--- config.mk ---
export PLATFORM = sky130hd
export DESIGN_NAME = rgb_to_hsv_converter_core
export DESIGN_NICKNAME = d
export VERILOG_FILES = /design/src/design/rgbhsv_pkg.sv /design/src/design/rgb_to_hsv_converter_core.sv /design/src/design/rgbhsv_front.sv /design/src/design/rgbhsv_cell.sv /design/src/design/rgbhsv_back.sv
export SDC_FILE = /design/constraint.sdc
export NUM_CORES = 2
export LEC_CHECK = 0
export BUFFER_PORTS_ARGS = -buffer_cell sky130_fd_sc_hd__buf_2
export CAP_MARGIN = 20
export CELL_PAD_IN_SITES_DETAIL_PLACEMENT = 1
export CELL_PAD_IN_SITES_GLOBAL_PLACEMENT = 1
export CORE_UTILIZATION = 53
export DETAILED_ROUTE_END_ITERATION = 12
export GPL_TIMING_DRIVEN = 1
export PLACE_DENSITY_LB_ADDON = 0.1
export SLEW_MARGIN = 25
export SYNTH_ARGS = -nofsm -noshare
export SYNTH_HDL_FRONTEND = slang
export SYNTH_SLANG_ARGS = --single-unit
export TNS_END_PERCENT = 30
--- constraint.sdc ---
create_clock -name clk -period 7.8 [get_ports clk]
set_input_delay 1.56 -clock clk [delete_from_list [all_inputs] [get_ports clk]]
set_output_delay 1.56 -clock clk [all_outputs]
set_load 0.005 [all_outputs]
--- src/design/rgbhsv_pkg.sv ---
// ----------------------------------------------------------------------------
// rgbhsv_pkg
// shared widths, sector codes and the beat record handed along the cell chain
// ----------------------------------------------------------------------------
package rgbhsv_pkg;

    localparam int CHANNEL_BITS      = 8;
    localparam int HUE_FRACTION_BITS = 6;

    localparam int CHAN_W  = CHANNEL_BITS;
    localparam int HUE_W   = 15;
    localparam int SAT_W   = 16;

    // stream packing
    localparam int IN_FIELDS_W  = 3 * CHAN_W;
    localparam int IN_TDATA_W   = ((IN_FIELDS_W + 7) / 8) * 8;
    localparam int OUT_FIELDS_W = HUE_W + SAT_W + CHAN_W;
    localparam int OUT_TDATA_W  = ((OUT_FIELDS_W + 7) / 8) * 8;
    localparam int OUT_TUSER_W  = 1;

    // hue scaling
    localparam int SECTOR_DEG    = 60;
    localparam int SECTOR_UNITS  = SECTOR_DEG * (1 << HUE_FRACTION_BITS);
    localparam int FULL_TURN     = 6 * SECTOR_UNITS;
    localparam int GRAY_FACTOR   = 10000;
    localparam int CHAN_MAX      = (1 << CHANNEL_BITS) - 1;
    localparam int GRAY_LIMIT    = (CHAN_MAX + GRAY_FACTOR - 1) / GRAY_FACTOR;

    // one quotient bit per cell: saturation needs SAT_W + 1 bits
    localparam int NUM_CELLS     = SAT_W + 1;
    localparam int Q_W           = NUM_CELLS;
    localparam int SREM_W        = CHAN_W + 1;
    // integer part of 60 * a / delta is below 64
    localparam int HUE_INT_BITS  = 6;
    localparam int HUE_EXTRA     = NUM_CELLS - HUE_INT_BITS - HUE_FRACTION_BITS;
    localparam int HQ_W          = Q_W - HUE_EXTRA;
    localparam int HDIV_W        = CHAN_W + HUE_INT_BITS - 1;
    localparam int HREM_W        = CHAN_W + HUE_INT_BITS;

    // dominant channel
    typedef logic [1:0] sector_t;
    localparam sector_t SECTOR_RED   = 2'd0;
    localparam sector_t SECTOR_GREEN = 2'd1;
    localparam sector_t SECTOR_BLUE  = 2'd2;

    typedef struct packed {
        logic [SREM_W-1:0] sat_rem;
        logic [CHAN_W-1:0] sat_div;
        logic [Q_W-1:0]    sat_q;
        logic [HREM_W-1:0] hue_rem;
        logic [HDIV_W-1:0] hue_div;
        logic [Q_W-1:0]    hue_q;
        logic              neg;
        sector_t           sector;
        logic [CHAN_W-1:0] value;
        logic              gray;
    } cell_data_t;

endpackage

--- src/design/rgb_to_hsv_converter_core.sv ---
// ----------------------------------------------------------------------------
// rgb_to_hsv_converter_core
// rgb pixel to hue, saturation and value through a chain of divider cells
// ----------------------------------------------------------------------------
//  channel  | direction | tdata (lsb first)                     | tuser
//  s_axis   | in        | red[7:0] green[15:8] blue[23:16]      | -
//  m_axis   | out       | hue[14:0] sat[30:15] value[38:31] pad | gray
//
//  one beat per clock sustained while the output is not stalled, through
//  the input stage, one cell per quotient bit of saturation (17 cells),
//  and the output register; every stage has its own valid bit and holds
//  while the next cannot take its beat; gaps close up while output is stalled
//  reset clears only the valid bits; no state is kept between beats
// ----------------------------------------------------------------------------
module rgb_to_hsv_converter_core (
    input  logic                                 clk,
    input  logic                                 rst_n,
    input  logic                                 s_axis_tvalid,
    output logic                                 s_axis_tready,
    // red, green, blue from bit 0 up
    input  logic [rgbhsv_pkg::IN_TDATA_W-1:0]    s_axis_tdata,
    output logic                                 m_axis_tvalid,
    input  logic                                 m_axis_tready,
    // hue, saturation, brightness from bit 0 up, zero padded
    output logic [rgbhsv_pkg::OUT_TDATA_W-1:0]   m_axis_tdata,
    // gray
    output logic [rgbhsv_pkg::OUT_TUSER_W-1:0]   m_axis_tuser
);
    import rgbhsv_pkg::*;

    // chain links: index 0 is the front stage output, NUM_CELLS feeds the back
    cell_data_t        link_data  [NUM_CELLS+1];
    logic              link_valid [NUM_CELLS+1];
    logic              link_ready [NUM_CELLS+1];

    logic [HUE_W-1:0]  hue;
    logic [SAT_W-1:0]  saturation;
    logic [CHAN_W-1:0] brightness;
    logic              gray;

    rgbhsv_front u_front (
        .clk       (clk),
        .rst_n     (rst_n),
        .in_valid  (s_axis_tvalid),
        .in_ready  (s_axis_tready),
        .red       (s_axis_tdata[CHAN_W-1:0]),
        .green     (s_axis_tdata[2*CHAN_W-1:CHAN_W]),
        .blue      (s_axis_tdata[3*CHAN_W-1:2*CHAN_W]),
        .out_valid (link_valid[0]),
        .out_ready (link_ready[0]),
        .out_data  (link_data[0])
    );

    // one quotient bit of each division per cell, msb first
    for (genvar i = 0; i < NUM_CELLS; i++)
    begin : g_cell
        rgbhsv_cell u_cell (
            .clk       (clk),
            .rst_n     (rst_n),
            .in_valid  (link_valid[i]),
            .in_ready  (link_ready[i]),
            .in_data   (link_data[i]),
            .out_valid (link_valid[i+1]),
            .out_ready (link_ready[i+1]),
            .out_data  (link_data[i+1])
        );
    end

    rgbhsv_back u_back (
        .clk        (clk),
        .rst_n      (rst_n),
        .in_valid   (link_valid[NUM_CELLS]),
        .in_ready   (link_ready[NUM_CELLS]),
        .in_data    (link_data[NUM_CELLS]),
        .out_valid  (m_axis_tvalid),
        .out_ready  (m_axis_tready),
        .hue        (hue),
        .saturation (saturation),
        .brightness (brightness),
        .gray       (gray)
    );

    assign m_axis_tdata = OUT_TDATA_W'({brightness, saturation, hue});
    assign m_axis_tuser = OUT_TUSER_W'(gray);

endmodule

--- src/design/rgbhsv_front.sv ---
// ----------------------------------------------------------------------------
// rgbhsv_front
// max, min, delta, dominant sector and divider set-up, one register stage
// ----------------------------------------------------------------------------
module rgbhsv_front (
    input  logic                              clk,
    input  logic                              rst_n,
    input  logic                              in_valid,
    output logic                              in_ready,
    input  logic [rgbhsv_pkg::CHAN_W-1:0]     red,
    input  logic [rgbhsv_pkg::CHAN_W-1:0]     green,
    input  logic [rgbhsv_pkg::CHAN_W-1:0]     blue,
    output logic                              out_valid,
    input  logic                              out_ready,
    output rgbhsv_pkg::cell_data_t            out_data
);
    import rgbhsv_pkg::*;

    logic              valid_reg;
    cell_data_t        data_reg;
    cell_data_t        data_next;

    logic [CHAN_W-1:0] mx;
    logic [CHAN_W-1:0] mn;
    logic [CHAN_W-1:0] delta;
    logic [CHAN_W-1:0] op_a;
    logic [CHAN_W-1:0] op_b;
    logic [CHAN_W-1:0] mag;
    sector_t           sector;

    always_comb
    begin
        mx = (red > green) ? red : green;
        mx = (mx > blue) ? mx : blue;
        mn = (red < green) ? red : green;
        mn = (mn < blue) ? mn : blue;
        delta = mx - mn;

        // tie order red, green, blue
        if (red == mx)
        begin
            sector = SECTOR_RED;
            op_a   = green;
            op_b   = blue;
        end
        else if (green == mx)
        begin
            sector = SECTOR_GREEN;
            op_a   = blue;
            op_b   = red;
        end
        else
        begin
            sector = SECTOR_BLUE;
            op_a   = red;
            op_b   = green;
        end
        mag = (op_a < op_b) ? (op_b - op_a) : (op_a - op_b);

        data_next.sat_rem = {1'b0, delta};
        data_next.sat_div = mx;
        data_next.sat_q   = '0;
        data_next.hue_rem = HREM_W'(mag) * HREM_W'(SECTOR_DEG);
        data_next.hue_div = {delta, {(HUE_INT_BITS - 1){1'b0}}};
        data_next.hue_q   = '0;
        data_next.neg     = (op_a < op_b);
        data_next.sector  = sector;
        data_next.value   = mx;
        data_next.gray    = (32'(delta) < 32'(GRAY_LIMIT)) || (delta == '0);
    end

    assign in_ready  = !valid_reg || out_ready;
    assign out_valid = valid_reg;
    assign out_data  = data_reg;

    always_ff @(posedge clk or negedge rst_n)
    begin
        if (!rst_n)
        begin
            valid_reg <= 1'b0;
        end
        else if (in_ready)
        begin
            valid_reg <= in_valid;
        end
    end

    always_ff @(posedge clk)
    begin
        if (in_ready && in_valid)
        begin
            data_reg <= data_next;
        end
    end

endmodule

--- src/design/rgbhsv_cell.sv ---
// ----------------------------------------------------------------------------
// rgbhsv_cell
// one restoring division step for saturation and for hue, one quotient bit each
// ----------------------------------------------------------------------------
module rgbhsv_cell (
    input  logic                   clk,
    input  logic                   rst_n,
    input  logic                   in_valid,
    output logic                   in_ready,
    input  rgbhsv_pkg::cell_data_t in_data,
    output logic                   out_valid,
    input  logic                   out_ready,
    output rgbhsv_pkg::cell_data_t out_data
);
    import rgbhsv_pkg::*;

    logic              valid_reg;
    cell_data_t        data_reg;
    cell_data_t        data_next;

    logic              sat_ge;
    logic              hue_ge;
    logic [SREM_W-1:0] sat_sub;
    logic [HREM_W-1:0] hue_sub;

    always_comb
    begin
        sat_ge  = in_data.sat_rem >= {1'b0, in_data.sat_div};
        sat_sub = sat_ge ? (in_data.sat_rem - {1'b0, in_data.sat_div}) : in_data.sat_rem;
        hue_ge  = in_data.hue_rem >= {1'b0, in_data.hue_div};
        hue_sub = hue_ge ? (in_data.hue_rem - {1'b0, in_data.hue_div}) : in_data.hue_rem;

        data_next         = in_data;
        data_next.sat_rem = {sat_sub[SREM_W-2:0], 1'b0};
        data_next.sat_q   = {in_data.sat_q[Q_W-2:0], sat_ge};
        data_next.hue_rem = {hue_sub[HREM_W-2:0], 1'b0};
        data_next.hue_q   = {in_data.hue_q[Q_W-2:0], hue_ge};
    end

    assign in_ready  = !valid_reg || out_ready;
    assign out_valid = valid_reg;
    assign out_data  = data_reg;

    always_ff @(posedge clk or negedge rst_n)
    begin
        if (!rst_n)
        begin
            valid_reg <= 1'b0;
        end
        else if (in_ready)
        begin
            valid_reg <= in_valid;
        end
    end

    always_ff @(posedge clk)
    begin
        if (in_ready && in_valid)
        begin
            data_reg <= data_next;
        end
    end

endmodule

--- src/design/rgbhsv_back.sv ---
// ----------------------------------------------------------------------------
// rgbhsv_back
// saturation clamp, hue sign, sector offset and wrap, gray zeroing, output register
// ----------------------------------------------------------------------------
module rgbhsv_back (
    input  logic                                 clk,
    input  logic                                 rst_n,
    input  logic                                 in_valid,
    output logic                                 in_ready,
    input  rgbhsv_pkg::cell_data_t               in_data,
    output logic                                 out_valid,
    input  logic                                 out_ready,
    output logic [rgbhsv_pkg::HUE_W-1:0]         hue,
    output logic [rgbhsv_pkg::SAT_W-1:0]         saturation,
    output logic [rgbhsv_pkg::CHAN_W-1:0]        brightness,
    output logic                                 gray
);
    import rgbhsv_pkg::*;

    logic              valid_reg;
    logic [HUE_W-1:0]  hue_reg;
    logic [HUE_W-1:0]  hue_next;
    logic [SAT_W-1:0]  sat_reg;
    logic [SAT_W-1:0]  sat_next;
    logic [CHAN_W-1:0] value_reg;
    logic              gray_reg;

    logic [HQ_W-1:0]   quot;
    logic              rem_nz;
    logic [HUE_W-1:0]  base;
    logic [HUE_W-1:0]  mag;

    always_comb
    begin
        quot   = in_data.hue_q[Q_W-1 -: HQ_W];
        rem_nz = (|in_data.hue_rem) || (|in_data.hue_q[HUE_EXTRA-1:0]);

        case (in_data.sector)
            SECTOR_GREEN: base = HUE_W'(2 * SECTOR_UNITS);
            SECTOR_BLUE:  base = HUE_W'(4 * SECTOR_UNITS);
            default:      base = '0;
        endcase

        // floor of a negative quotient is minus its ceiling
        mag = HUE_W'(quot) + HUE_W'(rem_nz);

        if (!in_data.neg)
        begin
            hue_next = base + HUE_W'(quot);
        end
        else if (base >= mag)
        begin
            hue_next = base - mag;
        end
        else
        begin
            hue_next = base + HUE_W'(FULL_TURN) - mag;
        end

        sat_next = in_data.sat_q[Q_W-1] ? '1 : in_data.sat_q[SAT_W-1:0];

        if (in_data.gray)
        begin
            hue_next = '0;
            sat_next = '0;
        end
    end

    assign in_ready   = !valid_reg || out_ready;
    assign out_valid  = valid_reg;
    assign hue        = hue_reg;
    assign saturation = sat_reg;
    assign brightness = value_reg;
    assign gray       = gray_reg;

    always_ff @(posedge clk or negedge rst_n)
    begin
        if (!rst_n)
        begin
            valid_reg <= 1'b0;
        end
        else if (in_ready)
        begin
            valid_reg <= in_valid;
        end
    end

    always_ff @(posedge clk)
    begin
        if (in_ready && in_valid)
        begin
            hue_reg   <= hue_next;
            sat_reg   <= sat_next;
            value_reg <= in_data.value;
            gray_reg  <= in_data.gray;
        end
    end

endmodule

# After elaboration in Yosys (flattened, before gate mapping)
# Index checks and enable logic that the tools add are counted.
# word_totals
ram_bits	0
elab_cells	408
latch_bits	0
rom_bits	0
reg_bits	1078
mem_count	0
inputBits	28
out_inout_bits	43
# op_classes
order_cmp	41
add_sub_neg	41
n_mux	47
shifts	0
n_div	0
n_bitwise	0
n_reduce_logical	62
eq_ne	4
multipliers	1
# op_table
cell	count
$ge 14x13->1	17
$mux 13	17
$sub 13x13->13	17
$mux 8	25
$sub 8x8->8	19
$ge 9x8->1	16
$mux 15	2
$pmux 14 s2	1
$lt 8x8->1	3
$logic_or 1x1->1	21
$logic_and 1x1->1	19
$logic_not 1->1	19
$eq 8x8->1	2
$gt 8x8->1	2
$mux 16	1
$add 14x12->15	1
$add 14x15->15 const B	1
$ge 14x15->1	1
$sub 14x15->15	1
$sub 15x15->15	1
$add 12x1->13	1
$reduce_or 13->1	1
$mul 8x4->12 const B	1
$ge 8x8->1	1
other kinds (6)	6

# Depth between registers and ports, before layout
# depth
depth_word	21
ltp_mapped	45

# Hierarchy
# From an unflattened synthesis, not the netlist that was laid out.
# hier_totals
cells_unflattened	5335
area_unflattened_um2	76271.9
# by_module_without_submodules
module	n_inst	cells_each	seq_area_each_um2	area_each_um2
rgbhsv_cell (g_cell[12].u_cell ...)	10	256	2667.6	3958.8
rgbhsv_cell (g_cell[0].u_cell ...)	6	277	2667.6	4110.2
rgbhsv_front	1	528	985.9	5008.6
rgbhsv_cell (g_cell[1].u_cell)	1	277	2667.6	3958.8
rgbhsv_back	1	306	1226.2	3044.2
rgb_to_hsv_converter_core	1	2	0.0	11.3

# Worst setup path after synthesis
# OpenSTA, ideal clock, no wires.
# synth_path
path_type	input-to-reg
from	input port s_axis_tdata[13] in the netlist's numbering
to	register u_front.data_reg (netlist bit u_front.out_data[55]) (data pin)
required_ns	7.542
path_stages	42
n_path_buf	3
setup_ns	0.258
arrival_time_ns	10.035
slack_ns	-2.493
path_cell_list	clkbuf_1 inv_1 ha_1 a41oi_1 o21ai_1 o21ai_4 mux2_2 ha_1 nand4_1 nor2_1 a21oi_1 or2_2 and2_1 a221o_1 a221oi_1 and4_1 buf_6 buf_12 [... 6 more ...] o21ai_0 a21oi_2 mux2i_1 xor2_1 inv_1 fa_1 inv_1 fa_1 ha_1 a21o_1 a21oi_1 o21bai_1 a21oi_1 o21bai_1 a21oi_1 o21bai_1 a21oi_1 xnor2_1
# synth_lines
item	line	rtl
start, declared	rgb_to_hsv_converter_core.sv:21	input logic [rgbhsv_pkg::IN_TDATA_W-1:0] s_axis_tdata,
end signal, assigned	rgbhsv_front.sv:92	data_reg <= data_next;
end, declared	rgbhsv_front.sv:20	cell_data_t data_reg;

==> impl_metrics.ini <==
[status]
status = finished with violations
violations = setup timing

[clocking]
htree_levels = 3
cts_tree = done
cts_sinks = 999
numCtsBuffers = 102
worstSkewPairLatency_ps = 700
cts_buffer_depth = 3
cts-root-buf = clkbuf_16
clkTransAtPathRegs_ps = 60

[floorplan]
start_util_pct = 53.4
io_pins = 71
rows = 111
dieArea_um2 = 93500
die_h_um = 306
core_area_um2 = 91500
die_w_um = 306

[min_path]
hp-class = flip-flop to flip-flop
worstHoldStart = g_cell[5].u_cell.out_data[13]

[detailed_routing]
viasPerCell = 5.44
drt-pass1-iter-count = 5
drtIter0Drc = 1449
wl_um = 106000
drc = 0
wl_per_cell_um = 20.2
ant_nets = 0
num_vias = 28500

[place]
place_inst = 5034
port-buffer-count = 69
hpwlAfterDp_um = 78900
place.gp.congestion = 0.885

[worst_setup_path]
critPathKind = primary input to flip-flop
r2r_setup_slack_ps = 2660
r2r-start = g_cell[16].u_cell.out_data[49]
critical-path-slowest-cell = fa_1
startpoint_type = primary input
cp.arrival_ps = 9700
crit_required_ps = 8210
cp-startpoint = s_axis_tdata[9]
critical_path_peak_fanout = 7
worstReg2RegEnd = u_back.hue[7]
r2r_cells = 17
crit_end = u_front.out_data[55]
critPathMaxStageDelay_ps = 560
cp-end-kind = flip-flop
cpMostUsedCell = ha_4

[finish]
antenna_cells = 0
num-fill-cells = 8870
largest_register_ffs = 908
nNetsFinal = 4398
syn2layout_area_growth_pct = 13.8
drive_gt1_share_pct = 16.2
final_cells = 5238

[sta]
rsz0062_at_grt = yes
skew_ps = 59.0
setup_viol = 10
fin_crit_sh_pct = 119
finalSetupTns_ps = -10300
drv_slew = 0
fin_crit_ps = 9290
relSlewSlack_pct = 35.2
clock.fmax_mhz = 108
tightestPinTransition_ps = 972
finalHoldViolCount = 0
setup_ws_ps = -1490

[synthesis]
syn_nets = 4103
synth_ff_type = edfxtp_1
synth.distinct_cells = 71
seq_area_frac_synth_pct = 61.1
synth-seq-cells = 999
yosys_warnings = 0
synth_edf_count = 980
syn_inst = 3672
async_flop_share_pct = 1.90
avgSynthCellArea_um2 = 13.3
syn_area_um2 = 48900

[global_routing]
grt_pass1_vias = 32174
antenna_found_initial = 0
grt_first_pass_wirelength_um = 171000
grt.overflow.total = 0
grt_max_degree = 69
grt.total_usage_pct = 23.1

[job]
cap_violations = 0

[power]
leakagePower_nw = 22.4
peakVddDrop_uv = 1030
p_per_area_nw_per_um2 = 441
total_power_mw = 24.5
==> what timing repair did <==
action | in CTS | in global routing
hold endpoints to repair | 0 | 0
setup buffers | 10 | 4
endpoints found under the setup margin | 10 | 10
gates resized for setup | 24 | 11
hold buffers | 0 | 0
pin swaps | 14 | 10
==> placed cells by master (no fill, tap or decap), drive strengths merged, types with 3 or more instances in the layout <==
master,count
and3,9
inv,499
a21oi,85
xor2,71
dfrtp,19
or3,5
bufinv,12
mux2i,85
ha,354
o21ai,195
a41oi,3
fa,49
a21o,50
xnor2,101
a21boi,97
nor2b,88
o21bai,12
and2,15
clkbuf,128
edfxtp,980
nor3,9
a311oi,30
or2,7
nand4b,3
nor4,8
buf,229
nand2,106
a31oi,10
o211ai,9
nand3,44
clkinv,45
a211oi,7
o21a,5
mux2,191
nor2,359
and4,4
nand4,43
nand2b,56
==> final cells by class <==
class	instances	area, um2	share of cell area [%]
timing repair buffer	229	1630	2.92
sequential	999	29900	53.7
tap	1186	1480	2.67
clock inverter	61	716	1.29
multi-input combinational	2138	17300	31.2
inverter	497	1880	3.38
clock buffer	128	2700	4.85
==> worst min path at each step <==
stage,cells past startpoint,end
after detailed placement,0,g_cell[8].u_cell.out_data[14]
after global routing,0,g_cell[6].u_cell.out_data[14]
after global placement,0,g_cell[10].u_cell.out_data[15]
after CTS,0,g_cell[1].u_cell.out_data[10]
after floorplan,0,g_cell[0].u_cell.out_data[0]
final,0,g_cell[6].u_cell.out_data[14]
==> cells in the mapped netlist, drive strengths merged (3+ instances only) <==
cell	number	area (um2)
a211oi	7	52.6
a21boi	97	728
a21o	50	375
a21oi	85	429
a311oi	30	263
a31oi	10	75.1
a41oi	3	26.3
and2	15	93.8
and3	9	56.3
and4	4	35.0
buf	14	126
clkbuf	24	91.3
dfrtp	19	475
edfxtp	980	29400
fa	49	981
ha	354	4430
inv	497	1870
mux2	191	2200
mux2i	85	851
nand2	106	398
nand2b	56	350
nand3	44	220
nand4	43	269
nand4b	3	26.3
nor2	359	1350
nor2b	88	551
nor3	9	45.0
nor4	8	56.3
o211ai	9	67.6
o21a	5	45.0
o21ai	195	1010
o21bai	12	90.1
or2	7	43.8
or3	5	31.3
xnor2	101	885
xor2	71	622
==> layer usage <==
layer	GRT usage [%]	vias up	wire length, um
li1	-	13668	-
met1	25.9	14291	41300
met2	44.9	367	58800
met3	2.74	174	2760
met4	7.47	0	2790
met5	0	-	0
==> metrics by stage <==
step / utilization (%) / area [um2] / hold WS [ps] / worst slack (ps)
final: 60.8 / 55600 / 400 / -1490
after global placement: 56.7 / 51900 / 400 / -2130
after floorplan: - / 49100 / 400 / -1880
after CTS: 60.7 / 55500 / 398 / -1420
after global routing: 60.8 / 55600 / 399 / -1840
after detailed placement: 56.7 / 51900 / 406 / -2380
==> kinds of logic (layout without fill, tap and decap cells) <==
logic type | count (synthesis) | after routing | synth area share, %
flops | 999 | 999 | 61.1
simple gates | 763 | 763 | 7.33
buf+inv | 535 | 915 | 4.26
compound gates | 523 | 523 | 6.87
fa+ha+maj | 403 | 403 | 11.1
mux | 276 | 276 | 6.24
xor+xnor | 172 | 172 | 3.08
other cells | 1 | 1 | 0.00767
==> power by group <==
group,internal [mW],switching (mW)
clock,2.87,2.05
combinational,5.05,5.49
sequential,8.24,0.813
==> critical path, delay by kind of cell <==
| kind | cells | cell delay, ps |
|---|---|---|
| AOI/OAI and AO/OA | 17 | 2800 |
| xor gates and xnor gates | 3 | 450 |
| adders and majority gates | 7 | 1980 |
| buffers and inverters | 8 | 800 |
| muxes | 3 | 860 |
| and+or+nand+nor | 7 | 1230 |
(Power assumes the default switching activity.)
